--- config.mk ---
export PLATFORM = sky130hd
export DESIGN_NAME = rrml_cell
export DESIGN_NICKNAME = d
export VERILOG_FILES = /design/src/sv/rrml_pkg.sv /design/src/sv/rrml_cell.sv
export SDC_FILE = /design/constraint.sdc
export NUM_CORES = 1
export LEC_CHECK = 0
export ABC_AREA = 1
export BUFFER_PORTS_ARGS = -buffer_cell sky130_fd_sc_hd__buf_4
export CAP_MARGIN = 20
export CORE_MARGIN = 4
export CORE_UTILIZATION = 50
export CTS_CLUSTER_DIAMETER = 150
export CTS_CLUSTER_SIZE = 28
export DETAILED_ROUTE_END_ITERATION = 8
export PLACE_DENSITY = 0.79
export SLEW_MARGIN = 20
export SYNTH_ARGS = -nofsm -noshare
export SYNTH_HDL_FRONTEND = slang
export SYNTH_SLANG_ARGS = --single-unit
--- constraint.sdc ---
create_clock -name clock -period 4.99 [get_ports clock]
set_clock_uncertainty 0.1 [all_clocks]
set_input_delay 0.499 -clock clock [delete_from_list [all_inputs] [get_ports clock]]
set_output_delay 0.499 -clock clock [all_outputs]
set_load 0.05 [all_outputs]
--- src/sv/rrml_pkg.sv ---
`timescale 1ns / 1ps

package rrml_pkg;

   localparam int LEN_WIDTH = 7;
   localparam logic [LEN_WIDTH-1:0] LEN_RESET = 7'd64;

   localparam logic KIND_LOOKUP = 1'b0;
   localparam logic KIND_INSERT = 1'b1;

   // control part of a word moving down the chain
   typedef struct packed {
      logic valid;
      logic kind;
      logic hit;
   } ctl_type;

endpackage

--- src/sv/rrml_cell.sv ---
`timescale 1ns / 1ps

module rrml_cell #(
   parameter int CODE_WIDTH = 32,
   parameter int IDX_WIDTH  = 6,
   parameter int CNT_WIDTH  = 7,
   parameter int INDEX      = 0
) (
   input  logic                  clock,
   input  logic                  reset,
   input  logic                  advance,
   input  rrml_pkg::ctl_type     ctl_in,
   input  logic [CODE_WIDTH-1:0] code_in,
   input  logic [IDX_WIDTH-1:0]  ptr_in,
   input  logic [CNT_WIDTH-1:0]  count_in,
   output rrml_pkg::ctl_type     ctl_out,
   output logic [CODE_WIDTH-1:0] code_out,
   output logic [IDX_WIDTH-1:0]  ptr_out,
   output logic [CNT_WIDTH-1:0]  count_out
);
   import rrml_pkg::*;

   logic [CODE_WIDTH-1:0] entry_ff;
   ctl_type               ctl_ff, ctl_in_next;
   logic [CODE_WIDTH-1:0] code_ff;
   logic [IDX_WIDTH-1:0]  ptr_ff;
   logic [CNT_WIDTH-1:0]  count_ff;
   logic                  write_en;
   logic                  match;

   always_comb begin
      write_en = advance && ctl_in.valid && (ctl_in.kind == KIND_INSERT)
                 && (ptr_in == IDX_WIDTH'(INDEX));
      // compare only entries below the fill count
      match = ctl_in.valid && (ctl_in.kind == KIND_LOOKUP)
              && (CNT_WIDTH'(INDEX) < count_in) && (entry_ff == code_in);
      ctl_in_next     = ctl_in;
      ctl_in_next.hit = ctl_in.hit | match;
   end

   always_ff @(posedge clock) begin
      if (reset) begin
         ctl_ff <= '0;
      end else if (advance) begin
         ctl_ff <= ctl_in_next;
      end
   end

   always_ff @(posedge clock) begin
      if (write_en) begin
         entry_ff <= code_in;
      end
      if (advance) begin
         code_ff  <= code_in;
         ptr_ff   <= ptr_in;
         count_ff <= count_in;
      end
   end

   assign ctl_out   = ctl_ff;
   assign code_out  = code_ff;
   assign ptr_out   = ptr_ff;
   assign count_out = count_ff;

endmodule

==> flow_summary_export.csv <==
group,metric,value,unit
clock_tree,clk_latency,330,ps
synth,synth_cells,249,
critical_path,cp-end-kind,"register",
pwr,peakVddDrop,0.245,mV
critical_path,cp.arrival,1830,ps
global_routing,grt_max_degree,51,
route,num_vias,2003,
clock_tree,cts_tree,"yes",
pwr,p_leak,1.87,nW
sta,worst_pin_slew,632,ps
clock_tree,cts_resized,0,
worst_hold_path,worstHoldPathType,"input pin to register",
critical_path,required,4870,ps
clock_tree,cts_buffer_depth,2,
route,wl_per_cell,14.1,um
clock_tree,cts.htree.levels,3,
route,drc,0,
cells_and_area,drive_gt1_frac,0.330,
floorplanning,die_h,86.7,um
critical_path,path_buf_inv,2,
route,highest_layer,"met4",
route,first_iter_violations,71,
synth,yosys.area.top_type,"edfxtp_1",
route,vias_per_cell,4.56,
cells_and_area,fin_area,4150,sq um
route,wl_met3,407,um
critical_path,regToRegStartpoint,"entry_ff[3]",
global_routing,grt_pass1_vias,2004,
critical_path,path_delay_family,"buffers and inverters",
sta,setup_viol,0,
floorplanning,die_w,86.7,um
sta,slew_headroom,0.579,
cells_and_area,area_growth,33.9,%
place,dp_slack,2700,ps
sta,min_period,1940,ps
global_routing,grt_antenna_before_repair,0,
global_routing,grt_pass1_wl,9.58,mm
synth,synth-seq-cells,80,
global_routing,grt_usage,0.169,
clock_tree,cts_root_buf,"clkbuf_8",
critical_path,crit_top_cell,"buf_4",
place,dp_cells,423,
route,wl_met2,3.11,mm
place,place.gp.congestion,0.713,
critical_path,cp-startpoint,"advance",
synth,netlist_top_cells_area,"edfxtp_1 (75%), nand2_1 (8.4%), inv_1 (6.2%)",
clock_tree,cts_buffers,9,
place,post_dp_cell_area,3940,sq um
sta,rsz0062_at_grt,"false",
synth,yosysTopAreaCellShare,0.747,
critical_path,cp_max_fo,50,
cells_and_area,antenna_cells,0,
synth,yosys_warnings,0,
place,dp_hpwl,4.47,mm
synth,synth_nets,300,
run,maxCapViolCount,0,
sta,setup_tns,0,ps
route,ant_nets,0,
synth,netlist_area,3100,sq um
pwr,power.total,1.49,mW
synth,yosysSeqAreaShare,0.766,
pwr,pwr_density_cell,360,nW/um^2
clock_tree,post_cts_buffers,0,
synth,syn_avg_cell_area,12.4,sq um
clock_tree,cts_hold_buffers,0,
cells_and_area,num-nets-final,410,
critical_path,slowest_delay,480,ps
clock_tree,path_clk_slew,80,ps
floorplanning,initial_core_util,0.520,
critical_path,worstSetupStartpointType,"input pin",
run_status,status,"completed",
critical_path,worstPathCellList,"buf_4 -> nand3_1 -> nor4_2 -> buf_4",
route,routed_wirelength,6.19,mm
critical_path,criticalPathCategory,"input pin to register",
route,dr.pass1.iters,4,
floorplanning,die_area,7520,sq um
place,io_buffers,98,
floorplanning,fp-row-count,28,
clock_tree,numClockSinks,80,
sta,slew_violations,0,
worst_hold_path,hold_start,"reset",
sta,hold_violations,0,
sta,fin_crit_sh,0.389,
critical_path,cp_slowest_cell,"buf_4",
cells_and_area,final_cell_count_no_fill,439,
global_routing,grt_overflow,0,
floorplanning,core_area,5960,sq um
route,wl_met1,2.59,mm
synth,synth.distinct_cells,17,
sta,fmax,515,MHz
sta,setup_slack,3050,ps
floorplanning,io_pins,99,
-- layout make-up --
class / instances / area (sq um)
Clock buffer: 13 / 169
Clock inverter: 3 / 38.8
Fill cell: 441 / 1810
Inverter: 51 / 191
Multi-Input combinational cell: 118 / 539
Sequential cell: 80 / 2370
Tap cell: 75 / 93.8
Timing Repair Buffer: 99 / 743
-- final timing paths --
check,slack [ps],to,cells past startpoint
max,3050,entry_ff[1],4
min,220,ctl_out[2],2
max reg2reg,3640,ctl_out[0],7
min reg2reg,360,ctl_out[2],2
-- worst reg2reg max path: stages (launching register included) --
cell      delay (ps)
edfxtp_1         390
inv_1             90
o21ai_0          100
nor2_1           160
nand3_1          130
nor2_2           120
nand3_1           90
a21oi_2          110
-- power by group --
part	leakage, nW	switching (mW)	internal (mW)
Sequential	0.753	0.00988	0.770
Combinational	1.01	0.157	0.0733
Clock	0.107	0.214	0.270
Total	1.87	0.380	1.11
-- layout by cell type, fill, tap and decap left out --
| cell | count |
|---|---|
| or2_2 | 4 |
| nor3_1 | 2 |
| clkbuf_8 | 12 |
| nand3_1 | 6 |
| o21ai_0 | 5 |
| nor2_2 | 1 |
| clkinv_1 | 1 |
| nand2_1 | 69 |
| bufinv_16 | 1 |
| buf_4 | 99 |
| nor4_2 | 1 |
| a21oi_1 | 1 |
| edfxtp_1 | 77 |
| nor4b_1 | 1 |
| xnor2_1 | 5 |
| clkbuf_1 | 1 |
| a21oi_2 | 1 |
| clkinv_2 | 1 |
| inv_1 | 51 |
| dfxtp_1 | 3 |
| nand4_1 | 1 |
| xor2_1 | 4 |
| nor2_1 | 17 |
-- through the flow --
step / util / hold slack (ps)
6_report: 0.696 / 218
5_1_grt: 0.696 / 196
3_3_place_gp: 0.662 / 346
3_5_place_dp: 0.662 / 355
2_1_floorplan: - / 468
4_1_cts: 0.696 / 205
-- layer usage --
metal  vias up  track usage
met5         -            0
met4         0       0.0637
met3         7       0.0513
met2        61        0.275
met1       917        0.215
li1       1018            -
-- synthesized netlist by cell type, drive strengths merged --
cell and n:
a21oi 2, dfxtp 3, edfxtp 77, inv 51, nand2 69, nand3 6
nand4 1, nor2 18, nor3 2, nor4 1, nor4b 1, o21ai 5
or2 4, xnor2 5, xor2 4
-- cell families (layout without fill, tap and decap cells) --
family                    Yosys count  in the layout  share of synthesized area
and+or+nand+nor                   102            102                      0.134
DFF                                80             80                      0.766
buffers and inverters              51            166                     0.0618
xor gates and xnor gates            9              9                     0.0255
AOI/OAI and AO/OA                   7              7                     0.0125
-- sequential cells by signal, indices dropped and copies added, names as in the netlist --
signal     count
ptr_out        6
ctl_out        3
code_out      32
entry_ff      32
count_out      7
(Power assumes the default switching activity.)
