[src/sv/rrml_pkg.sv]
`timescale 1ns / 1ps

package rrml_pkg;

   localparam int LEN_WIDTH = 7;
   localparam logic [LEN_WIDTH-1:0] LEN_RESET = 7'd64;

   localparam logic KIND_LOOKUP = 1'b0;
   localparam logic KIND_INSERT = 1'b1;

   // control part of a word moving down the chain
   typedef struct packed {
      logic valid;
      logic kind;
      logic hit;
   } ctl_type;

endpackage

[src/sv/rrml_seq.sv]
`timescale 1ns / 1ps

module rrml_seq #(
   parameter int DEPTH     = 64,
   parameter int CODE_WIDTH = 32,
   parameter int IDX_WIDTH = 6,
   parameter int CNT_WIDTH = 7
) (
   input  logic                            clock,
   input  logic                            reset,
   input  logic                            csr_we,
   input  logic [rrml_pkg::LEN_WIDTH-1:0]  csr_wdata,
   input  logic                            accept,
   input  logic                            kind,
   input  logic [CODE_WIDTH-1:0]           code,
   output rrml_pkg::ctl_type               ctl_out,
   output logic [CODE_WIDTH-1:0]           code_out,
   output logic [IDX_WIDTH-1:0]            ptr_out,
   output logic [CNT_WIDTH-1:0]            count_out
);
   import rrml_pkg::*;

   localparam int LW = (LEN_WIDTH > CNT_WIDTH) ? LEN_WIDTH : CNT_WIDTH;

   logic [LEN_WIDTH-1:0] list_length_ff;
   logic [IDX_WIDTH-1:0] wp_ff, wp_in;
   logic [CNT_WIDTH-1:0] vc_ff, vc_in;

   logic [LW-1:0]        len_raw;
   logic [LW-1:0]        depth_w;
   logic [CNT_WIDTH-1:0] len_eff;
   logic [IDX_WIDTH-1:0] p;
   logic [CNT_WIDTH-1:0] p_next;
   logic [CNT_WIDTH-1:0] vc_inc;
   logic                 is_insert;

   always_comb begin
      len_raw = LW'(list_length_ff);
      depth_w = LW'(DEPTH);
      if (len_raw == '0) begin
         len_eff = CNT_WIDTH'(1);
      end else if (len_raw > depth_w) begin
         len_eff = CNT_WIDTH'(depth_w);
      end else begin
         len_eff = CNT_WIDTH'(len_raw);
      end

      // wrap first when the length shrank below the pointer
      p = (CNT_WIDTH'(wp_ff) >= len_eff) ? '0 : wp_ff;
      p_next = CNT_WIDTH'(p) + CNT_WIDTH'(1);
      vc_inc = (vc_ff < len_eff) ? vc_ff + CNT_WIDTH'(1) : vc_ff;
      is_insert = (kind == KIND_INSERT);

      wp_in = wp_ff;
      vc_in = vc_ff;
      if (accept && is_insert) begin
         wp_in = (p_next >= len_eff) ? '0 : IDX_WIDTH'(p_next);
         vc_in = vc_inc;
      end

      ctl_out.valid = accept;
      ctl_out.kind  = kind;
      ctl_out.hit   = 1'b0;
      code_out      = code;
      ptr_out       = p;
      // lookups carry the compare bound, which is also the fill count
      if (is_insert) begin
         count_out = (vc_inc < len_eff) ? vc_inc : len_eff;
      end else begin
         count_out = (vc_ff < len_eff) ? vc_ff : len_eff;
      end
   end

   always_ff @(posedge clock) begin
      if (reset) begin
         list_length_ff <= LEN_RESET;
         wp_ff          <= '0;
         vc_ff          <= '0;
      end else begin
         if (csr_we) begin
            list_length_ff <= csr_wdata;
         end
         wp_ff <= wp_in;
         vc_ff <= vc_in;
      end
   end

endmodule

[config.mk]
export PLATFORM = sky130hd
export DESIGN_NAME = rrml_seq
export DESIGN_NICKNAME = d
export VERILOG_FILES = /design/src/sv/rrml_pkg.sv /design/src/sv/rrml_seq.sv
export SDC_FILE = /design/constraint.sdc
export NUM_CORES = 1
export LEC_CHECK = 0
export BUFFER_PORTS_ARGS = -buffer_cell sky130_fd_sc_hd__buf_2
export CAP_MARGIN = 40
export CORE_ASPECT_RATIO = 0.7
export CORE_MARGIN = 2
export CORE_UTILIZATION = 25
export CTS_CLUSTER_DIAMETER = 80
export CTS_CLUSTER_SIZE = 25
export DETAILED_ROUTE_END_ITERATION = 8
export GPL_TIMING_DRIVEN = 0
export MAX_ROUTING_LAYER = met4
export PLACE_DENSITY = 0.5
export SYNTH_ARGS = -nofsm -noshare
export SYNTH_HDL_FRONTEND = slang
export SYNTH_SLANG_ARGS = --single-unit
[constraint.sdc]
create_clock -name clock -period 5.1 [get_ports clock]
set_input_delay 1.02 -clock clock [delete_from_list [all_inputs] [get_ports clock]]
set_output_delay 1.02 -clock clock [all_outputs]
set_load 0.02 [all_outputs]
==> impl_metrics.yaml <==
layout:
  final_nets: 409
  final_cell_mix: "buf_2, buf_4, nor2_1"
  area_delta_synth_final_pct: 35.0
  final_area_mm2: 0.00297
  layout-drive-gt1-share_pct: 40.9
  nFillCells: 891
  diodes: 0
  stdcell_count: 457
  final_util_pct: 34.9
  final_common_cell: "buf_2"
clock_tree:
  cts_tree: "built"
  cts_hold_buf: 0
  clockBufferDepth: 2
  cts.sinks: 20
  clockRootBuffer: "clkbuf_16"
  cts-htree-levels: 1
  cts_buffers: 3
  clk_pin_slew_ns: 0.06
  clock_latency_ns: 0.26
global_route:
  grt_pass1_vias: 1888
  grt_pass1_wl_mm: 9.56
  antenna_found_initial: 0
  grt_max_degree: 12
  grt_usage_pct: 13.1
  overflow: 0
synthesis:
  yosysUniqueCellTypes: 52
  netlist_area_mm2: 0.00220
  synthCells: 273
  synth_seq_cells: 20
  synth_ff_type: "dfxtp_1"
  async_flop_share_pct: 0
  synth_fp_nets: 344
  synth_edf_count: 0
  yosysWarnings: 0
  syn_avg_cell_area_um2: 8.05
  synth_seq_area_share_pct: 18.2
sta:
  setup_viol: 0
  rsz0062_at_grt: "yes"
  tns_ns: 0
  slew_headroom_pct: 62.8
  clock_skew_ns: 0.00383
  whs_ns: 0.485
  fin_crit_sh_pct: 98.8
  layout_setup_ws_ns: 0.0631
  max_slew.worst_pin.slew_ns: 0.558
  layout_min_cycle_time_ns: 5.04
  fmax_ghz: 0.199
  drv_slew: 0
  final_hold_viol_count: 0
place:
  finalWeightedCongestion: 0.818
  place_ws_ns: -0.570
  io_buffer_count: 55
  placedInstanceArea_mm2: 0.00262
  hpwl_mm: 4.73
  post-place-cells: 448
min_path:
  min_path_type: "reg2reg"
  min_delay_path_depth: 2
flow_run:
  drv_cap: 0
drt:
  drcViolationCount: 0
  ant_nets: 0
  viasPerCell: 4.57
  first_pass_iters: 4
  drtIter0Drc: 91
  vias: 2088
  wl_mm: 6.12
  drt-wirelength-per-cell_um: 13.4
setup_path:
  endpoint_kind: "output port"
  start_kind: "flip-flop"
  r2r_slack_ns: 0.53
  reg2reg_depth: 21
  worstPathRequired_ns: 4.08
  worstSetupEndpoint: "count_out[3]"
  cp.arrival_ns: 4.02
  crit_fanout: 10
  critPathKind: "reg2out"
  startpoint: "len_raw[6]$_SDFFE_PP1P_"
  reg2reg_from: "len_raw[3]$_SDFFE_PP0P_"
  r2r-end: "wp_ff[2]$_SDFFE_PP0P_"
power_and_ir_drop:
  leakagePower_nw: 1.37
  total_power_mw: 0.547
  ir_drop_uv: 117
  power.density_mw_per_mm2: 184
floorplanning:
  io_pins: 92
  die_h_um: 82.5
  initial_core_util_pct: 25.8
  core_area_mm2: 0.00851
  dieArea_mm2: 0.00957
  placementRows: 28
  die_w_um: 116
outcome:
  status: "completed"
[report_power, final]
group / internal [mW] / total (mW) / switching, mW
Clock: 0.120 / 0.188 / 0.0677
Sequential: 0.162 / 0.168 / 0.00637
Combinational: 0.0831 / 0.192 / 0.109
Total: 0.365 / 0.547 / 0.183
[Yosys cell counts (all sizes together), types with 4 or more instances]
library cell  instances  area share, %
ha                   27             15
clkbuf                6            1.0
nor2                 30            5.2
inv                   8            1.4
a21oi                12            2.7
o21ai                 9            2.0
nor3                  9            2.3
nand3                 7            1.6
and2                  8            2.4
nand2                20            3.4
a211oi                8            3.0
xor2                  9            3.6
dfxtp                20             18
buf                  39             13
mux2i                 7            3.2
a32oi                 4            1.6
xnor2                 6            2.4
[timing repair]
| action | 4_1_cts | 5_1_grt |
|---|---|---|
| resized for setup | 24 | 22 |
| pin swaps | 3 | 5 |
| buffers inserted | 4 | 1 |
| setup endpoints to repair | 7 | 13 |
[how the worst min path moves through the flow]
stage                          start                    end  slack [ns]
2_1_floorplan  wp_ff[0]$_SDFFE_PP0P_  wp_ff[0]$_SDFFE_PP0P_        0.45
4_1_cts        wp_ff[0]$_SDFFE_PP0P_  wp_ff[0]$_SDFFE_PP0P_        0.47
6_report       wp_ff[0]$_SDFFE_PP0P_  wp_ff[0]$_SDFFE_PP0P_        0.48
3_3_place_gp   wp_ff[0]$_SDFFE_PP0P_  wp_ff[0]$_SDFFE_PP0P_        0.46
5_1_grt        wp_ff[0]$_SDFFE_PP0P_  wp_ff[0]$_SDFFE_PP0P_        0.53
3_5_place_dp   wp_ff[0]$_SDFFE_PP0P_  wp_ff[0]$_SDFFE_PP0P_        0.46
[worst max-delay path: stages, from the launching register on]
cell and delay [ns]:
dfxtp_1 0.31, buf_6 0.12, clkinv_8 0.08, nand2_4 0.08, ha_1 0.30, inv_1 0.06, a211oi_1 0.05, o31a_4 0.37
nor3b_4 0.26, xor2_2 0.20, ha_1 0.28, a211oi_2 0.21, nor2_2 0.10, nor4_4 0.26, o311ai_4 0.16, and2_4 0.21
buf_6 0.14, nor3_1 0.25, a311oi_2 0.08, buf_2 0.20
[sequential cells by signal, indices dropped and copies added (netlist names)]
| name | count |
|---|---|
| len_raw | 7 |
| wp_ff | 6 |
| vc_ff | 7 |
[area by class of cell]
| class | instances | area, um2 | area share, % |
|---|---|---|---|
| multi-input cells | 199 | 1640 | 55.2 |
| flip-flops and latches | 20 | 402 | 13.5 |
| inverters | 9 | 46.3 | 1.56 |
| plain buffers | 45 | 325 | 11.0 |
| repair buffers | 60 | 318 | 10.7 |
| well taps | 120 | 150 | 5.06 |
| clock buffers | 4 | 88.8 | 2.99 |
[metal layers]
metal / wire (um) / vias to the layer above / GRT usage, %
met2: 2460 / 55 / 17.8
met5: 0 / - / -
met1: 3340 / 961 / 20.4
met4: 15 / 0 / 1.43
li1: - / 1070 / -
met3: 306 / 2 / 2.19
[kinds of logic (layout without fill, tap and decap cells)]
kind of cell,Yosys count,after routing,synth area share (%)
flip-flops,20,20,18.2
AO/OA/AOI/OAI,55,55,18.9
other,1,1,0.171
XOR/XNOR,15,15,5.98
buffers and inverters,54,118,15.8
multiplexers,9,9,4.21
AND/OR/NAND/NOR,92,92,21.3
adder cells (fa/ha/maj),27,27,15.4
No activity file was read; power rests on OpenSTA's default activity.
